<file path="src/sv/battery_bar_led_indicator_core_macros.svh">
// ----------------------------------------------------------------------------
// battery bar led indicator - assertion macros
// shared property wrappers, clocked on the rising edge, quiet during reset
// ----------------------------------------------------------------------------
`ifndef BATTERY_BAR_LED_INDICATOR_CORE_MACROS_SVH
`define BATTERY_BAR_LED_INDICATOR_CORE_MACROS_SVH

// condition must hold in the same cycle as the trigger
`define BBLI_ASSERT_SAME(label, clk, rst, ante, cons, msg) \
   label: assert property (@(posedge clk) disable iff (rst) (ante) |-> (cons)) \
      else $error(msg);

// condition must hold in the cycle after the trigger
`define BBLI_ASSERT_NEXT(label, clk, rst, ante, cons, msg) \
   label: assert property (@(posedge clk) disable iff (rst) (ante) |=> (cons)) \
      else $error(msg);

`endif

</file>
<file path="src/sv/bbli_pkg.sv">
// ----------------------------------------------------------------------------
// bbli_pkg
// codes, widths and reset values for the battery bar led indicator
// ----------------------------------------------------------------------------
`default_nettype none

package bbli_pkg;

   // field widths
   localparam int FIELD_ADC_W = 12;
   localparam int KIND_W      = 3;
   localparam int MODE_W      = 3;
   localparam int LEVEL_W     = 3;
   localparam int LAMP_W      = 5;
   localparam int CSR_IDX_W   = 2;
   localparam int CSR_DATA_W  = 12;
   localparam int NUM_THR     = 4;

   localparam int ADC_BITS_DEF = 12;

   typedef logic [KIND_W-1:0]  kind_type;
   typedef logic [MODE_W-1:0]  mode_type;
   typedef logic [LEVEL_W-1:0] level_type;
   typedef logic [LAMP_W-1:0]  lamp_type;

   // item kinds
   localparam kind_type KIND_REFRESH   = 3'd0;
   localparam kind_type KIND_SET_VALUE = 3'd1;
   localparam kind_type KIND_CHG_MODE  = 3'd2;
   localparam kind_type KIND_CLR_STAT  = 3'd3;
   localparam kind_type KIND_INIT      = 3'd4;

   // display modes
   localparam mode_type MODE_OFF        = 3'd0;
   localparam mode_type MODE_BAT        = 3'd1;
   localparam mode_type MODE_BAT_INSTR  = 3'd2;
   localparam mode_type MODE_RATE_SET   = 3'd3;
   localparam mode_type MODE_RATE_INSTR = 3'd4;
   localparam mode_type MODE_CHARGING   = 3'd5;
   localparam mode_type MODE_GEAR_SET   = 3'd6;

   // bar levels
   localparam level_type LOW_BAR  = 3'd1;
   localparam level_type TOP_BAR  = 3'd5;
   localparam level_type FULL_BAR = 3'd6;
   localparam level_type NO_LEVEL = 3'd0;

   // threshold register indexes
   localparam logic [CSR_IDX_W-1:0] CSR_THR_1 = 2'd0;
   localparam logic [CSR_IDX_W-1:0] CSR_THR_2 = 2'd1;
   localparam logic [CSR_IDX_W-1:0] CSR_THR_3 = 2'd2;
   localparam logic [CSR_IDX_W-1:0] CSR_THR_4 = 2'd3;

   // threshold reset values
   localparam logic [CSR_DATA_W-1:0] THR_1_RST = 12'd2048;
   localparam logic [CSR_DATA_W-1:0] THR_2_RST = 12'd2560;
   localparam logic [CSR_DATA_W-1:0] THR_3_RST = 12'd3072;
   localparam logic [CSR_DATA_W-1:0] THR_4_RST = 12'd3584;

endpackage

`default_nettype wire

</file>
<file path="src/sv/battery_bar_led_indicator_core.sv">
// ----------------------------------------------------------------------------
// battery_bar_led_indicator_core
// a transferred request is loaded into the input register and then processed
// into the state and response registers; one request per cycle unless the
// response stalls, set by the single state update pass
// a stalled response holds the input register, one further request waits there
// reset: synchronous, mode off, level 0, lamps off, thresholds to defaults
// ----------------------------------------------------------------------------
`default_nettype none

`include "battery_bar_led_indicator_core_macros.svh"

module battery_bar_led_indicator_core #(
   parameter int ADC_BITS = bbli_pkg::ADC_BITS_DEF
) (
   input  wire                                 clock,
   input  wire                                 reset,
   // request channel
   input  wire                                 req_valid,
   output logic                                req_stall,
   input  wire  [bbli_pkg::KIND_W-1:0]         req_kind,
   input  wire  [bbli_pkg::FIELD_ADC_W-1:0]    req_battery_level,
   input  wire                                 req_charge_nearly_full,
   input  wire                                 req_gear_update_due,
   input  wire                                 req_setting_exit_due,
   input  wire                                 req_instruction_exit_due,
   input  wire                                 req_arm_off,
   input  wire                                 req_enter_setting,
   input  wire  [bbli_pkg::MODE_W-1:0]         req_target_mode,
   input  wire  [bbli_pkg::LEVEL_W-1:0]        req_setting_value,
   // response channel
   output logic                                rsp_valid,
   input  wire                                 rsp_stall,
   output logic [bbli_pkg::LAMP_W-1:0]         rsp_led_pattern,
   output logic [bbli_pkg::LEVEL_W-1:0]        rsp_shown_level,
   output logic [bbli_pkg::MODE_W-1:0]         rsp_display_mode,
   output logic [bbli_pkg::LEVEL_W-1:0]        rsp_rate_value,
   output logic [bbli_pkg::LEVEL_W-1:0]        rsp_initial_level,
   output logic [bbli_pkg::LEVEL_W-1:0]        rsp_blink_request,
   // register write channel
   input  wire                                 csr_valid,
   output logic                                csr_ready,
   input  wire  [bbli_pkg::CSR_IDX_W-1:0]      csr_index,
   input  wire  [bbli_pkg::CSR_DATA_W-1:0]     csr_wdata
);

   import bbli_pkg::*;

   // compare width: low ADC_BITS bits of the 12-bit reading, at most all 12
   localparam int CMP_W = (ADC_BITS < FIELD_ADC_W) ? ADC_BITS : FIELD_ADC_W;

   typedef logic [CMP_W-1:0] adc_type;

   // thresholds
   adc_type   thr_ff [NUM_THR];

   // input register
   logic      in_valid_ff, in_valid_in;
   kind_type  kind_ff;
   adc_type   adc_ff;
   logic      nearly_full_ff, tick_ff, set_exit_ff, instr_exit_ff;
   logic      arm_ff, enter_ff;
   mode_type  target_ff;
   level_type value_ff;

   // block state
   mode_type  mode_ff, mode_in;
   level_type held_ff, held_in;
   lamp_type  lamp_ff, lamp_in;
   logic      setting_ff, setting_in;
   logic      off_armed_ff, off_armed_in;
   level_type rate_ff, rate_in;
   level_type init_ff, init_in;

   // response register
   logic      rsp_valid_ff, rsp_valid_in;
   level_type blink_ff, blink_in;

   logic      go;
   logic      req_take;

   // handshake
   assign go        = in_valid_ff && (!rsp_valid_ff || !rsp_stall);
   assign req_stall = in_valid_ff && !go;
   assign req_take  = req_valid && !req_stall;
   assign csr_ready = 1'b1;

   assign in_valid_in  = req_take ? 1'b1 : (go ? 1'b0 : in_valid_ff);
   assign rsp_valid_in = go ? 1'b1 : (rsp_stall ? rsp_valid_ff : 1'b0);

   // bar level from a reading, strict greater-than thresholds
   function automatic level_type bar_of(input adc_type adc, input adc_type t1,
                                        input adc_type t2, input adc_type t3,
                                        input adc_type t4);
      level_type lv;
      begin
         if (adc > t4)      lv = TOP_BAR;
         else if (adc > t3) lv = 3'd4;
         else if (adc > t2) lv = 3'd3;
         else if (adc > t1) lv = 3'd2;
         else               lv = LOW_BAR;
         return lv;
      end
   endfunction

   // next state for the item in the input register
   always_comb begin
      level_type lv_bar;
      level_type lv;
      logic      leave_any;
      mode_in      = mode_ff;
      held_in      = held_ff;
      lamp_in      = lamp_ff;
      setting_in   = setting_ff | enter_ff;
      off_armed_in = off_armed_ff | arm_ff;
      rate_in      = rate_ff;
      init_in      = init_ff;
      blink_in     = NO_LEVEL;
      lv_bar       = bar_of(adc_ff, thr_ff[0], thr_ff[1], thr_ff[2], thr_ff[3]);
      lv           = NO_LEVEL;
      leave_any    = 1'b0;
      case (kind_ff)
         KIND_REFRESH: begin
            if (mode_ff inside {MODE_BAT, MODE_BAT_INSTR}) begin
               // discharging: level may only fall, on a tick
               lv = lv_bar;
               if (held_ff != NO_LEVEL && (lv_bar > held_ff || !tick_ff)) begin
                  lv = held_ff;
               end
               held_in = lv;
               lamp_in = {lv >= 3'd5, lv >= 3'd4, lv >= 3'd3, lv >= 3'd2, 1'b1};
            end else if (mode_ff inside {MODE_RATE_SET, MODE_RATE_INSTR}) begin
               // rate shown on one lamp, added to the lamps already lit
               case (rate_ff)
                  3'd1:    lamp_in = lamp_ff | 5'b00001;
                  3'd2:    lamp_in = lamp_ff | 5'b00010;
                  3'd3:    lamp_in = lamp_ff | 5'b00100;
                  default: lamp_in = lamp_ff;
               endcase
            end else if (mode_ff == MODE_CHARGING) begin
               // charging: level may only rise, on a tick
               lv = nearly_full_ff ? FULL_BAR : lv_bar;
               if (held_ff != NO_LEVEL && (lv < held_ff || !tick_ff)) begin
                  lv = held_ff;
               end
               held_in = lv;
               lamp_in = lamp_ff |
                         {lv >= 3'd6, lv >= 3'd5, lv >= 3'd4, lv >= 3'd3, 1'b1};
            end
            // exit ticks
            if (set_exit_ff) begin
               setting_in = 1'b0;
            end
            if (set_exit_ff || instr_exit_ff) begin
               leave_any = 1'b1;
            end
            if (leave_any) begin
               if (off_armed_in) begin
                  off_armed_in = 1'b0;
                  mode_in      = MODE_OFF;
               end else begin
                  mode_in = MODE_BAT;
               end
            end
            // a second exit in the same item sees the armed flag already spent
            if (set_exit_ff && instr_exit_ff && mode_in == MODE_OFF) begin
               mode_in = MODE_BAT;
            end
            if (mode_in == MODE_OFF) begin
               lamp_in = '0;
            end
         end
         KIND_SET_VALUE: begin
            if (setting_in) begin
               if (target_ff == MODE_GEAR_SET) begin
                  init_in = value_ff;
               end else begin
                  rate_in = value_ff;
               end
               mode_in  = target_ff;
               lamp_in  = '0;
               blink_in = value_ff;
            end
         end
         KIND_CHG_MODE: begin
            lamp_in = '0;
            mode_in = target_ff;
         end
         KIND_CLR_STAT: begin
            lamp_in    = '0;
            setting_in = 1'b0;
         end
         KIND_INIT: begin
            lamp_in = '0;
            held_in = NO_LEVEL;
         end
         default: begin
            setting_in   = setting_ff | enter_ff;
         end
      endcase
   end

   // handshake registers
   always_ff @(posedge clock) begin
      if (reset) begin
         in_valid_ff  <= 1'b0;
         rsp_valid_ff <= 1'b0;
      end else begin
         in_valid_ff  <= in_valid_in;
         rsp_valid_ff <= rsp_valid_in;
      end
   end

   // input register payload
   always_ff @(posedge clock) begin
      if (req_take) begin
         kind_ff        <= req_kind;
         adc_ff         <= req_battery_level[CMP_W-1:0];
         nearly_full_ff <= req_charge_nearly_full;
         tick_ff        <= req_gear_update_due;
         set_exit_ff    <= req_setting_exit_due;
         instr_exit_ff  <= req_instruction_exit_due;
         arm_ff         <= req_arm_off;
         enter_ff       <= req_enter_setting;
         target_ff      <= req_target_mode;
         value_ff       <= req_setting_value;
      end
   end

   // block state, updated once per processed transfer
   always_ff @(posedge clock) begin
      if (reset) begin
         mode_ff      <= MODE_OFF;
         held_ff      <= NO_LEVEL;
         lamp_ff      <= '0;
         setting_ff   <= 1'b0;
         off_armed_ff <= 1'b0;
         rate_ff      <= NO_LEVEL;
         init_ff      <= NO_LEVEL;
      end else if (go) begin
         mode_ff      <= mode_in;
         held_ff      <= held_in;
         lamp_ff      <= lamp_in;
         setting_ff   <= setting_in;
         off_armed_ff <= off_armed_in;
         rate_ff      <= rate_in;
         init_ff      <= init_in;
      end
   end

   // blink count of the response
   always_ff @(posedge clock) begin
      if (go) begin
         blink_ff <= blink_in;
      end
   end

   // threshold registers
   always_ff @(posedge clock) begin
      if (reset) begin
         thr_ff[0] <= THR_1_RST[CMP_W-1:0];
         thr_ff[1] <= THR_2_RST[CMP_W-1:0];
         thr_ff[2] <= THR_3_RST[CMP_W-1:0];
         thr_ff[3] <= THR_4_RST[CMP_W-1:0];
      end else if (csr_valid && csr_ready) begin
         case (csr_index)
            CSR_THR_1: thr_ff[0] <= csr_wdata[CMP_W-1:0];
            CSR_THR_2: thr_ff[1] <= csr_wdata[CMP_W-1:0];
            CSR_THR_3: thr_ff[2] <= csr_wdata[CMP_W-1:0];
            CSR_THR_4: thr_ff[3] <= csr_wdata[CMP_W-1:0];
            default:   thr_ff[0] <= thr_ff[0];
         endcase
      end
   end

   // response outputs: state after the item plus its blink count
   assign rsp_valid         = rsp_valid_ff;
   assign rsp_led_pattern   = lamp_ff;
   assign rsp_shown_level   = held_ff;
   assign rsp_display_mode  = mode_ff;
   assign rsp_rate_value    = rate_ff;
   assign rsp_initial_level = init_ff;
   assign rsp_blink_request = blink_ff;

   // checks
   `BBLI_ASSERT_SAME(a_held_range, clock, reset, 1'b1, held_ff <= FULL_BAR,
      "held level beyond full bar")
   `BBLI_ASSERT_SAME(a_off_dark, clock, reset, mode_ff == MODE_OFF, lamp_ff == '0,
      "lamps lit in off mode")
   `BBLI_ASSERT_NEXT(a_stall_holds, clock, reset, req_stall, in_valid_ff,
      "input register emptied while stalled")

endmodule

`default_nettype wire
</file>
<file path="config.mk">
export PLATFORM = sky130hd
export DESIGN_NAME = battery_bar_led_indicator_core
export DESIGN_NICKNAME = d
export VERILOG_FILES = /design/src/sv/bbli_pkg.sv /design/src/sv/battery_bar_led_indicator_core.sv
export VERILOG_INCLUDE_DIRS = /design/src /design/src/sv
export SDC_FILE = /design/constraint.sdc
export NUM_CORES = 1
export LEC_CHECK = 0
export BUFFER_PORTS_ARGS = -buffer_cell sky130_fd_sc_hd__clkbuf_2
export CORE_MARGIN = 10
export CORE_UTILIZATION = 42
export CTS_BUF_LIST = sky130_fd_sc_hd__clkbuf_16
export CTS_CLUSTER_DIAMETER = 30
export DETAILED_ROUTE_END_ITERATION = 8
export SYNTH_ARGS = -nofsm -noshare
export SYNTH_HDL_FRONTEND = slang
export SYNTH_SLANG_ARGS = --single-unit
</file>
<file path="constraint.sdc">
create_clock -name clock -period 3.28 [get_ports clock]
set_input_delay 0.492 -clock clock [delete_from_list [all_inputs] [get_ports clock]]
set_output_delay 0.492 -clock clock [all_outputs]
set_load 0.005 [all_outputs]
</file>
# Word-level counts from Yosys, hierarchy flattened
# Memories as Yosys holds them, arrays and structs flattened.
# Index checks and enable logic that the tools add are counted.
# word_totals
out_inout_bits	23
wordCells	175
memories	1
ramBits	48
input_bits	46
regBits	51
# memory_table
name	words	word_bits	read_ports	rd_clocked_by_memory_dff	wr	line	text
thr_ff	4	12	4	0	4	battery_bar_led_indicator_core.sv:55	adc_type thr_ff [NUM_THR];
# op_classes
order_cmp	14
n_bitwise	8
eq_ne	29
muxes	63
n_reduce_logical	37
# ops
operator	n
two-way mux 3 bit	19
> comparator 12 bit	4
two-way mux 12 bit	4
two-way mux 1 bit	28
two-way mux 5 bit	5
AND reduction 7 bit	3
inequality test 5 bit, second input constant	4
== test 3 x 2 -> 1 bit, second input constant	6
case mux 3 bit (3 select lines)	2
>= comparator 3 bit, second input constant	5
inequality test 5 x 4 -> 1 bit, second input constant	3
case mux 5 bit (3 select lines)	1
== test 3 bit, second input constant	4
AND reduction 4 bit	3
== test 3 x 1 -> 1 bit, second input constant	3
>= comparator 3 x 2 -> 1 bit, second input constant	3
zero test 3 bit	3
nonzero test 3 bit	3
inequality test 4 bit, second input constant	2
nonzero test 2 bit	4
logical AND 1 bit	7
inequality test 3 bit, second input constant	2
OR 1 bit	6
case mux 3 bit (2 select lines)	1
17 further kinds	26

# Longest topological paths before layout
# An unclocked memory read counts as a cell.
# logic_depth
depth_word	22
ltp_mapped	18
depth_no_buf	18

# Worst setup path before layout
# Ideal clock, no wire load.
# synth_path
path_kind	register to register
from	register adc_ff[1]
to	register lamp_ff[2], in the netlist rsp_led_pattern[2]
synth_period_minus_slack_ns	3.562
setup_ns	0.114
t_required_ns	3.166
t_arrival_ns	3.448
slack_ns	-0.282
path_stages_with_launch	16
path_buffers	0
path_cell_list	edfxtp_1 -> ha_1 -> nor2b_4 -> o211ai_2 -> a211oi_1 -> o41ai_1 -> a211oi_2 -> ha_1 -> nor2b_1 -> o21a_1 -> o21ai_0 -> nand2_1 -> a221oi_2 -> a2111oi_2 -> o21ai_1 -> a21bo_1
# synth_via
elab_chain_cells	21
word_cells_on_any_way	31
classes_between	order compare (8); mux (18); bitwise (1); reduce/logical (4)
# synth_rtl
item	line	text
start: declaration	battery_bar_led_indicator_core.sv:60	adc_type adc_ff;
start signal: assignment	battery_bar_led_indicator_core.sv:218	adc_ff <= req_battery_level[CMP_W-1:0];
> comparator 12 bit	battery_bar_led_indicator_core.sv:100	else if (adc > t1) lv = 3'd2;
two-way mux 2 bit	battery_bar_led_indicator_core.sv:100	
two-way mux 2 bit	battery_bar_led_indicator_core.sv:99	else if (adc > t2) lv = 3'd3;
two-way mux 3 bit	battery_bar_led_indicator_core.sv:98	else if (adc > t3) lv = 3'd4;
two-way mux 3 bit *	battery_bar_led_indicator_core.sv:97	if (adc > t4) lv = TOP_BAR;
two-way mux 3 bit	battery_bar_led_indicator_core.sv:142	lv = nearly_full_ff ? FULL_BAR : lv_bar;
< comparator 3 bit	battery_bar_led_indicator_core.sv:143	if (held_ff != NO_LEVEL && (lv < held_ff || !tick_ff)) begin
logical OR 1 bit	battery_bar_led_indicator_core.sv:143	
(+5 left out)	n/a	
two-way mux 3 bit	battery_bar_led_indicator_core.sv:122	case (kind_ff)
>= comparator 3 bit	battery_bar_led_indicator_core.sv:148	{lv >= 3'd6, lv >= 3'd5, lv >= 3'd4, lv >= 3'd3, 1'b1};
OR 5 bit	battery_bar_led_indicator_core.sv:147	lamp_in = lamp_ff |
two-way mux 5 bit	battery_bar_led_indicator_core.sv:140	end else if (mode_ff == MODE_CHARGING) begin
two-way mux 5 bit	battery_bar_led_indicator_core.sv:132	end else if (mode_ff inside {MODE_RATE_SET, MODE_RATE_INSTR}) begin
two-way mux 5 bit *	battery_bar_led_indicator_core.sv:124	if (mode_ff inside {MODE_BAT, MODE_BAT_INSTR}) begin
two-way mux 5 bit *	battery_bar_led_indicator_core.sv:169	if (mode_in == MODE_OFF) begin
case mux 5 bit (3 select lines) *	battery_bar_led_indicator_core.sv:122	
end signal: assignment	battery_bar_led_indicator_core.sv:243	lamp_ff <= lamp_in;
end: declaration	battery_bar_led_indicator_core.sv:69	lamp_type lamp_ff, lamp_in;
# Mark *: on every way between the ends. The rest lies on a longest branch, timed or not. The select of a mux whose other input is x is not followed.
# A chain may end at the register's enable or synchronous reset.

# Worst setup path in the final report
# layout_path
from	register adc_ff[5]
to	register lamp_ff[1], in the netlist rsp_led_pattern[1]
# layout_via
elab_chain_cells	21
word_cells_on_any_way	31
classes_between	order compare (8); mux (18); bitwise (1); reduce/logical (4)
# layout_rtl
item	line
> comparator 12 bit	battery_bar_led_indicator_core.sv:100
two-way mux 2 bit	battery_bar_led_indicator_core.sv:100
two-way mux 2 bit	battery_bar_led_indicator_core.sv:99
two-way mux 3 bit	battery_bar_led_indicator_core.sv:98
two-way mux 3 bit *	battery_bar_led_indicator_core.sv:97
two-way mux 3 bit	battery_bar_led_indicator_core.sv:142
< comparator 3 bit	battery_bar_led_indicator_core.sv:143
logical OR 1 bit	battery_bar_led_indicator_core.sv:143
(+5 left out)	n/a
two-way mux 3 bit	battery_bar_led_indicator_core.sv:122
>= comparator 3 x 2 -> 1 bit	battery_bar_led_indicator_core.sv:148
OR 5 bit	battery_bar_led_indicator_core.sv:147
two-way mux 5 bit	battery_bar_led_indicator_core.sv:140
two-way mux 5 bit	battery_bar_led_indicator_core.sv:132
two-way mux 5 bit *	battery_bar_led_indicator_core.sv:124
two-way mux 5 bit *	battery_bar_led_indicator_core.sv:169
case mux 5 bit (3 select lines) *	battery_bar_led_indicator_core.sv:122
# Marks and branches as above.

==> flow_metrics.env <==
export IMPL_leakage_nw=2.866
export IMPL_synth_compound_area_frac=0.1631
export IMPL_maxCapViolCount=0
export IMPL_dpl_worst_slack_ns=-0.4973
export IMPL_cts_sinks=99
export IMPL_final_antenna_net_count=0
export IMPL_wirelength_um=14020
export IMPL_cts_clk_slew_worst_paths_ns=0.07
export IMPL_ys_warn_count=0
export IMPL_place_hpwl_um=10610
export IMPL_areaGrowthSynthToFinish_pct=25.12
export IMPL_postSynthAreaPerCell_um2=10.91
export IMPL_finalCritPeriodShare=1.161
export IMPL_fin_nets=724
export IMPL_synth_distinct_cells=67
export IMPL_ys_seq_area_frac=0.4947
export IMPL_power_density_nw_per_um2=457.9
export IMPL_grt_pass1_wl_um=22410
export IMPL_grt_max_degree=21
export IMPL_async_flop_share=0
export IMPL_vdd_drop_max_mv=0.3822
export IMPL_drtPass1Iterations=4
export IMPL_r2r_slack_ns=-0.53
export IMPL_final_setup_tns_ns=-3.025
export IMPL_design_core_area_um2=13140
export IMPL_post_route_drc_count=0
export IMPL_fin_skew_ns=0.01004
export IMPL_synthAdderAreaFrac=0.1188
export IMPL_finalMaxSlewViolations=0
export IMPL_netlist_area_um2=5584
export IMPL_die_w_um=135.3
export IMPL_met1_length_um=6002
export IMPL_synthSimpleGateAreaFrac=0.1680
export IMPL_hold_viol=0
export IMPL_via_per_inst=5.321
export IMPL_initial_core_util=0.4250
export IMPL_grt_pass1_vias=4562
export IMPL_maxUsedRoutingLayer="met4"
export IMPL_worstPathRequired_ns=3.53
export IMPL_synth_edf_count=78
export IMPL_wl_per_cell_um=17.39
export IMPL_startpoint_type="register"
export IMPL_synth_top_family_by_area="simple AND/OR/NAND/NOR gates"
export IMPL_num_io_pins=69
export IMPL_whs_ns=0.3027
export IMPL_status="complete, but fails checks"
export IMPL_worst_slew_pin_slew_ns=0.7407
export IMPL_seq_area_um2=2763
export IMPL_drive_gt1_frac=0.2873
export IMPL_rr_worst_depth=16
export IMPL_cts_hold_buf=0
export IMPL_synth_flop_cell="edfxtp_1"
export IMPL_max_clock_freq_ghz=0.2627
export IMPL_die_height_um=135.3
export IMPL_die_area_um2=18310
export IMPL_ys_seq_elements=99
export IMPL_synth_xor_area_frac=0.001568
export IMPL_port_buffers=67
export IMPL_hold_class="in2reg"
export IMPL_criticalPathCategory="reg2reg"
export IMPL_clk_path_buf_depth=2
export IMPL_wl_met2_um=7172
export IMPL_slew_headroom=0.5062
export IMPL_end_kind="register"
export IMPL_h_tree_depth=3
export IMPL_cts_made_buffers=9
export IMPL_path_max_fanout=4
export IMPL_layout_setup_ws_ns=-0.5267
export IMPL_hold_path_end="adc_ff[0]"
export IMPL_rows=42
export IMPL_syn_nets=611
export IMPL_grt_overflow=0
export IMPL_synth_mux_area_frac=0.01255
export IMPL_hold_depth=1
export IMPL_fillCellCount=1165
export IMPL_antenna_found_initial=0
export IMPL_multi_input_area_um2=2855
export IMPL_fin_crit_ns=3.807
export IMPL_gp_congestion=0.8863
export IMPL_worstReg2RegEnd="rsp_led_pattern[1]"
export IMPL_synthCells=512
export IMPL_antenna_cells=0
export IMPL_clk_latency_ns=0.36
export IMPL_via_count=4289
export IMPL_cts_root_buf="clkbuf_16"
export IMPL_violations="negative setup slack"
export IMPL_reg2reg_from="adc_ff[5]"
export IMPL_wl_met3_um=535
export IMPL_rsz0062_at_grt="yes"
export IMPL_drtIter0Drc=208
export IMPL_report_final_setup_viol=7
export IMPL_worstPathArrival_ns=4.06
export IMPL_grt_use_total=0.1552
export IMPL_cts_tree="built"
export IMPL_hold_start="req_battery_level[0]"
[per-stage QoR]
stage | utilization | instance area [µm²] | total power, mW | cells
4_1_cts | 0.5214 | 6850 | 3.185 | 800
3_3_place_gp | 0.4865 | 6391 | 2.042 | 780
6_report | 0.5318 | 6987 | 3.200 | 806
5_1_grt | 0.5318 | 6987 | 3.336 | 806
2_1_floorplan | - | 5617 | 1.829 | 512
3_5_place_dp | 0.4865 | 6391 | 2.061 | 780
[worst max-delay path, stage by stage (launching register included)]
cell and delay (ns):
edfxtp_1 0.47, ha_1 0.36, a21o_1 0.17, nand3_1 0.13, a21oi_2 0.08, o41ai_2 0.42, a211oi_2 0.16, buf_4 0.17
or2_1 0.25, ha_4 0.23, a21o_1 0.16, a21oi_1 0.13, o21ai_1 0.11, o21a_2 0.25, o21ai_4 0.19, nand3_1 0.13
o31a_1 0.30
[synthesized netlist by cell type (all sizes together) (12+ instances only)]
library cell	n	share of area
edfxtp	78	0.42
ha	53	0.12
inv	49	0.033
and2	43	0.048
a21oi	37	0.033
nor2	30	0.020
nand2	29	0.020
dfxtp	21	0.075
o21ai	17	0.017
nand2b	13	0.015
nand4	13	0.015
nor3	12	0.012
[sequential cells by signal, summed over array words and instances, names as in the netlist, 3 cells and up]
| signal | cells |
|---|---|
| thr_ff | 48 |
| rsp_led_pattern | 5 |
| target_ff | 3 |
| kind_ff | 3 |
| rsp_shown_level | 3 |
| rsp_blink_request | 3 |
| value_ff | 3 |
| rsp_display_mode | 3 |
| rsp_rate_value | 3 |
| rsp_initial_level | 3 |
| adc_ff | 12 |
[cell families after synthesis]
| group | Yosys count |
|---|---|
| AND/OR/NAND/NOR | 173 |
| other | 1 |
| multiplexers | 7 |
| adder cells (fa/ha/maj) | 53 |
| flip-flops | 99 |
| buffers and inverters | 59 |
| AO/OA/AOI/OAI | 119 |
| XOR/XNOR | 1 |
[where the power goes]
group / internal, mW / leakage (nW) / switching, mW / total, mW
logic: 0.306 / 1.79 / 0.350 / 0.656
clock network: 0.568 / 0.144 / 0.504 / 1.07
registers: 1.43 / 0.933 / 0.0429 / 1.47
total: 2.30 / 2.87 / 0.896 / 3.20
[metal layers]
| layer | up-vias | track usage |
|---|---|---|
| li1 | 2102 | - |
| met1 | 2087 | 0.1747 |
| met2 | 78 | 0.2737 |
| met3 | 22 | 0.03450 |
| met4 | 0 | 0.07057 |
| met5 | - | 0 |
[area by class of cell]
cell class | instances | area share
timing repair buffer | 111 | 0.09527
clock buffer | 10 | 0.03582
tap | 176 | 0.03152
clock inverter | 6 | 0.006447
inverter | 50 | 0.02686
multi-input combinational | 354 | 0.4087
sequential | 99 | 0.3954
[repair_timing]
action | 4_1_cts | 5_1_grt
setup buffers | 5 | 6
hold endpoints to repair | 0 | 0
pin swaps | 23 | 11
gates resized for setup | 21 | 11
endpoints found under the setup margin | 7 | 7
[cell usage in the layout, fill, tap and decap left out, drive strengths merged, types with 12 or more instances in the layout]
master | Yosys | routed
and2 | 43 | 43
a21oi | 37 | 37
nand4 | 13 | 13
nand2b | 13 | 13
nand2 | 29 | 29
buf | 2 | 44
clkbuf | 7 | 77
inv | 49 | 52
ha | 53 | 53
dfxtp | 21 | 21
o21ai | 17 | 17
edfxtp | 78 | 78
nor3 | 12 | 12
nor2 | 30 | 30
[how the worst max path moves through the flow]
stage / start / endpoint / slack [ns] / cells after the start
final: adc_ff[5] / rsp_led_pattern[1] / -0.53 / 16
after global routing: adc_ff[10] / rsp_led_pattern[2] / -0.67 / 14
after CTS: adc_ff[1] / rsp_led_pattern[4] / -0.43 / 16
after detailed placement: adc_ff[1] / rsp_led_pattern[2] / -0.50 / 15
after global placement: adc_ff[1] / rsp_led_pattern[2] / -0.41 / 16
after floorplan: adc_ff[5] / rsp_led_pattern[4] / -0.17 / 15
(Power assumes the default switching activity.)
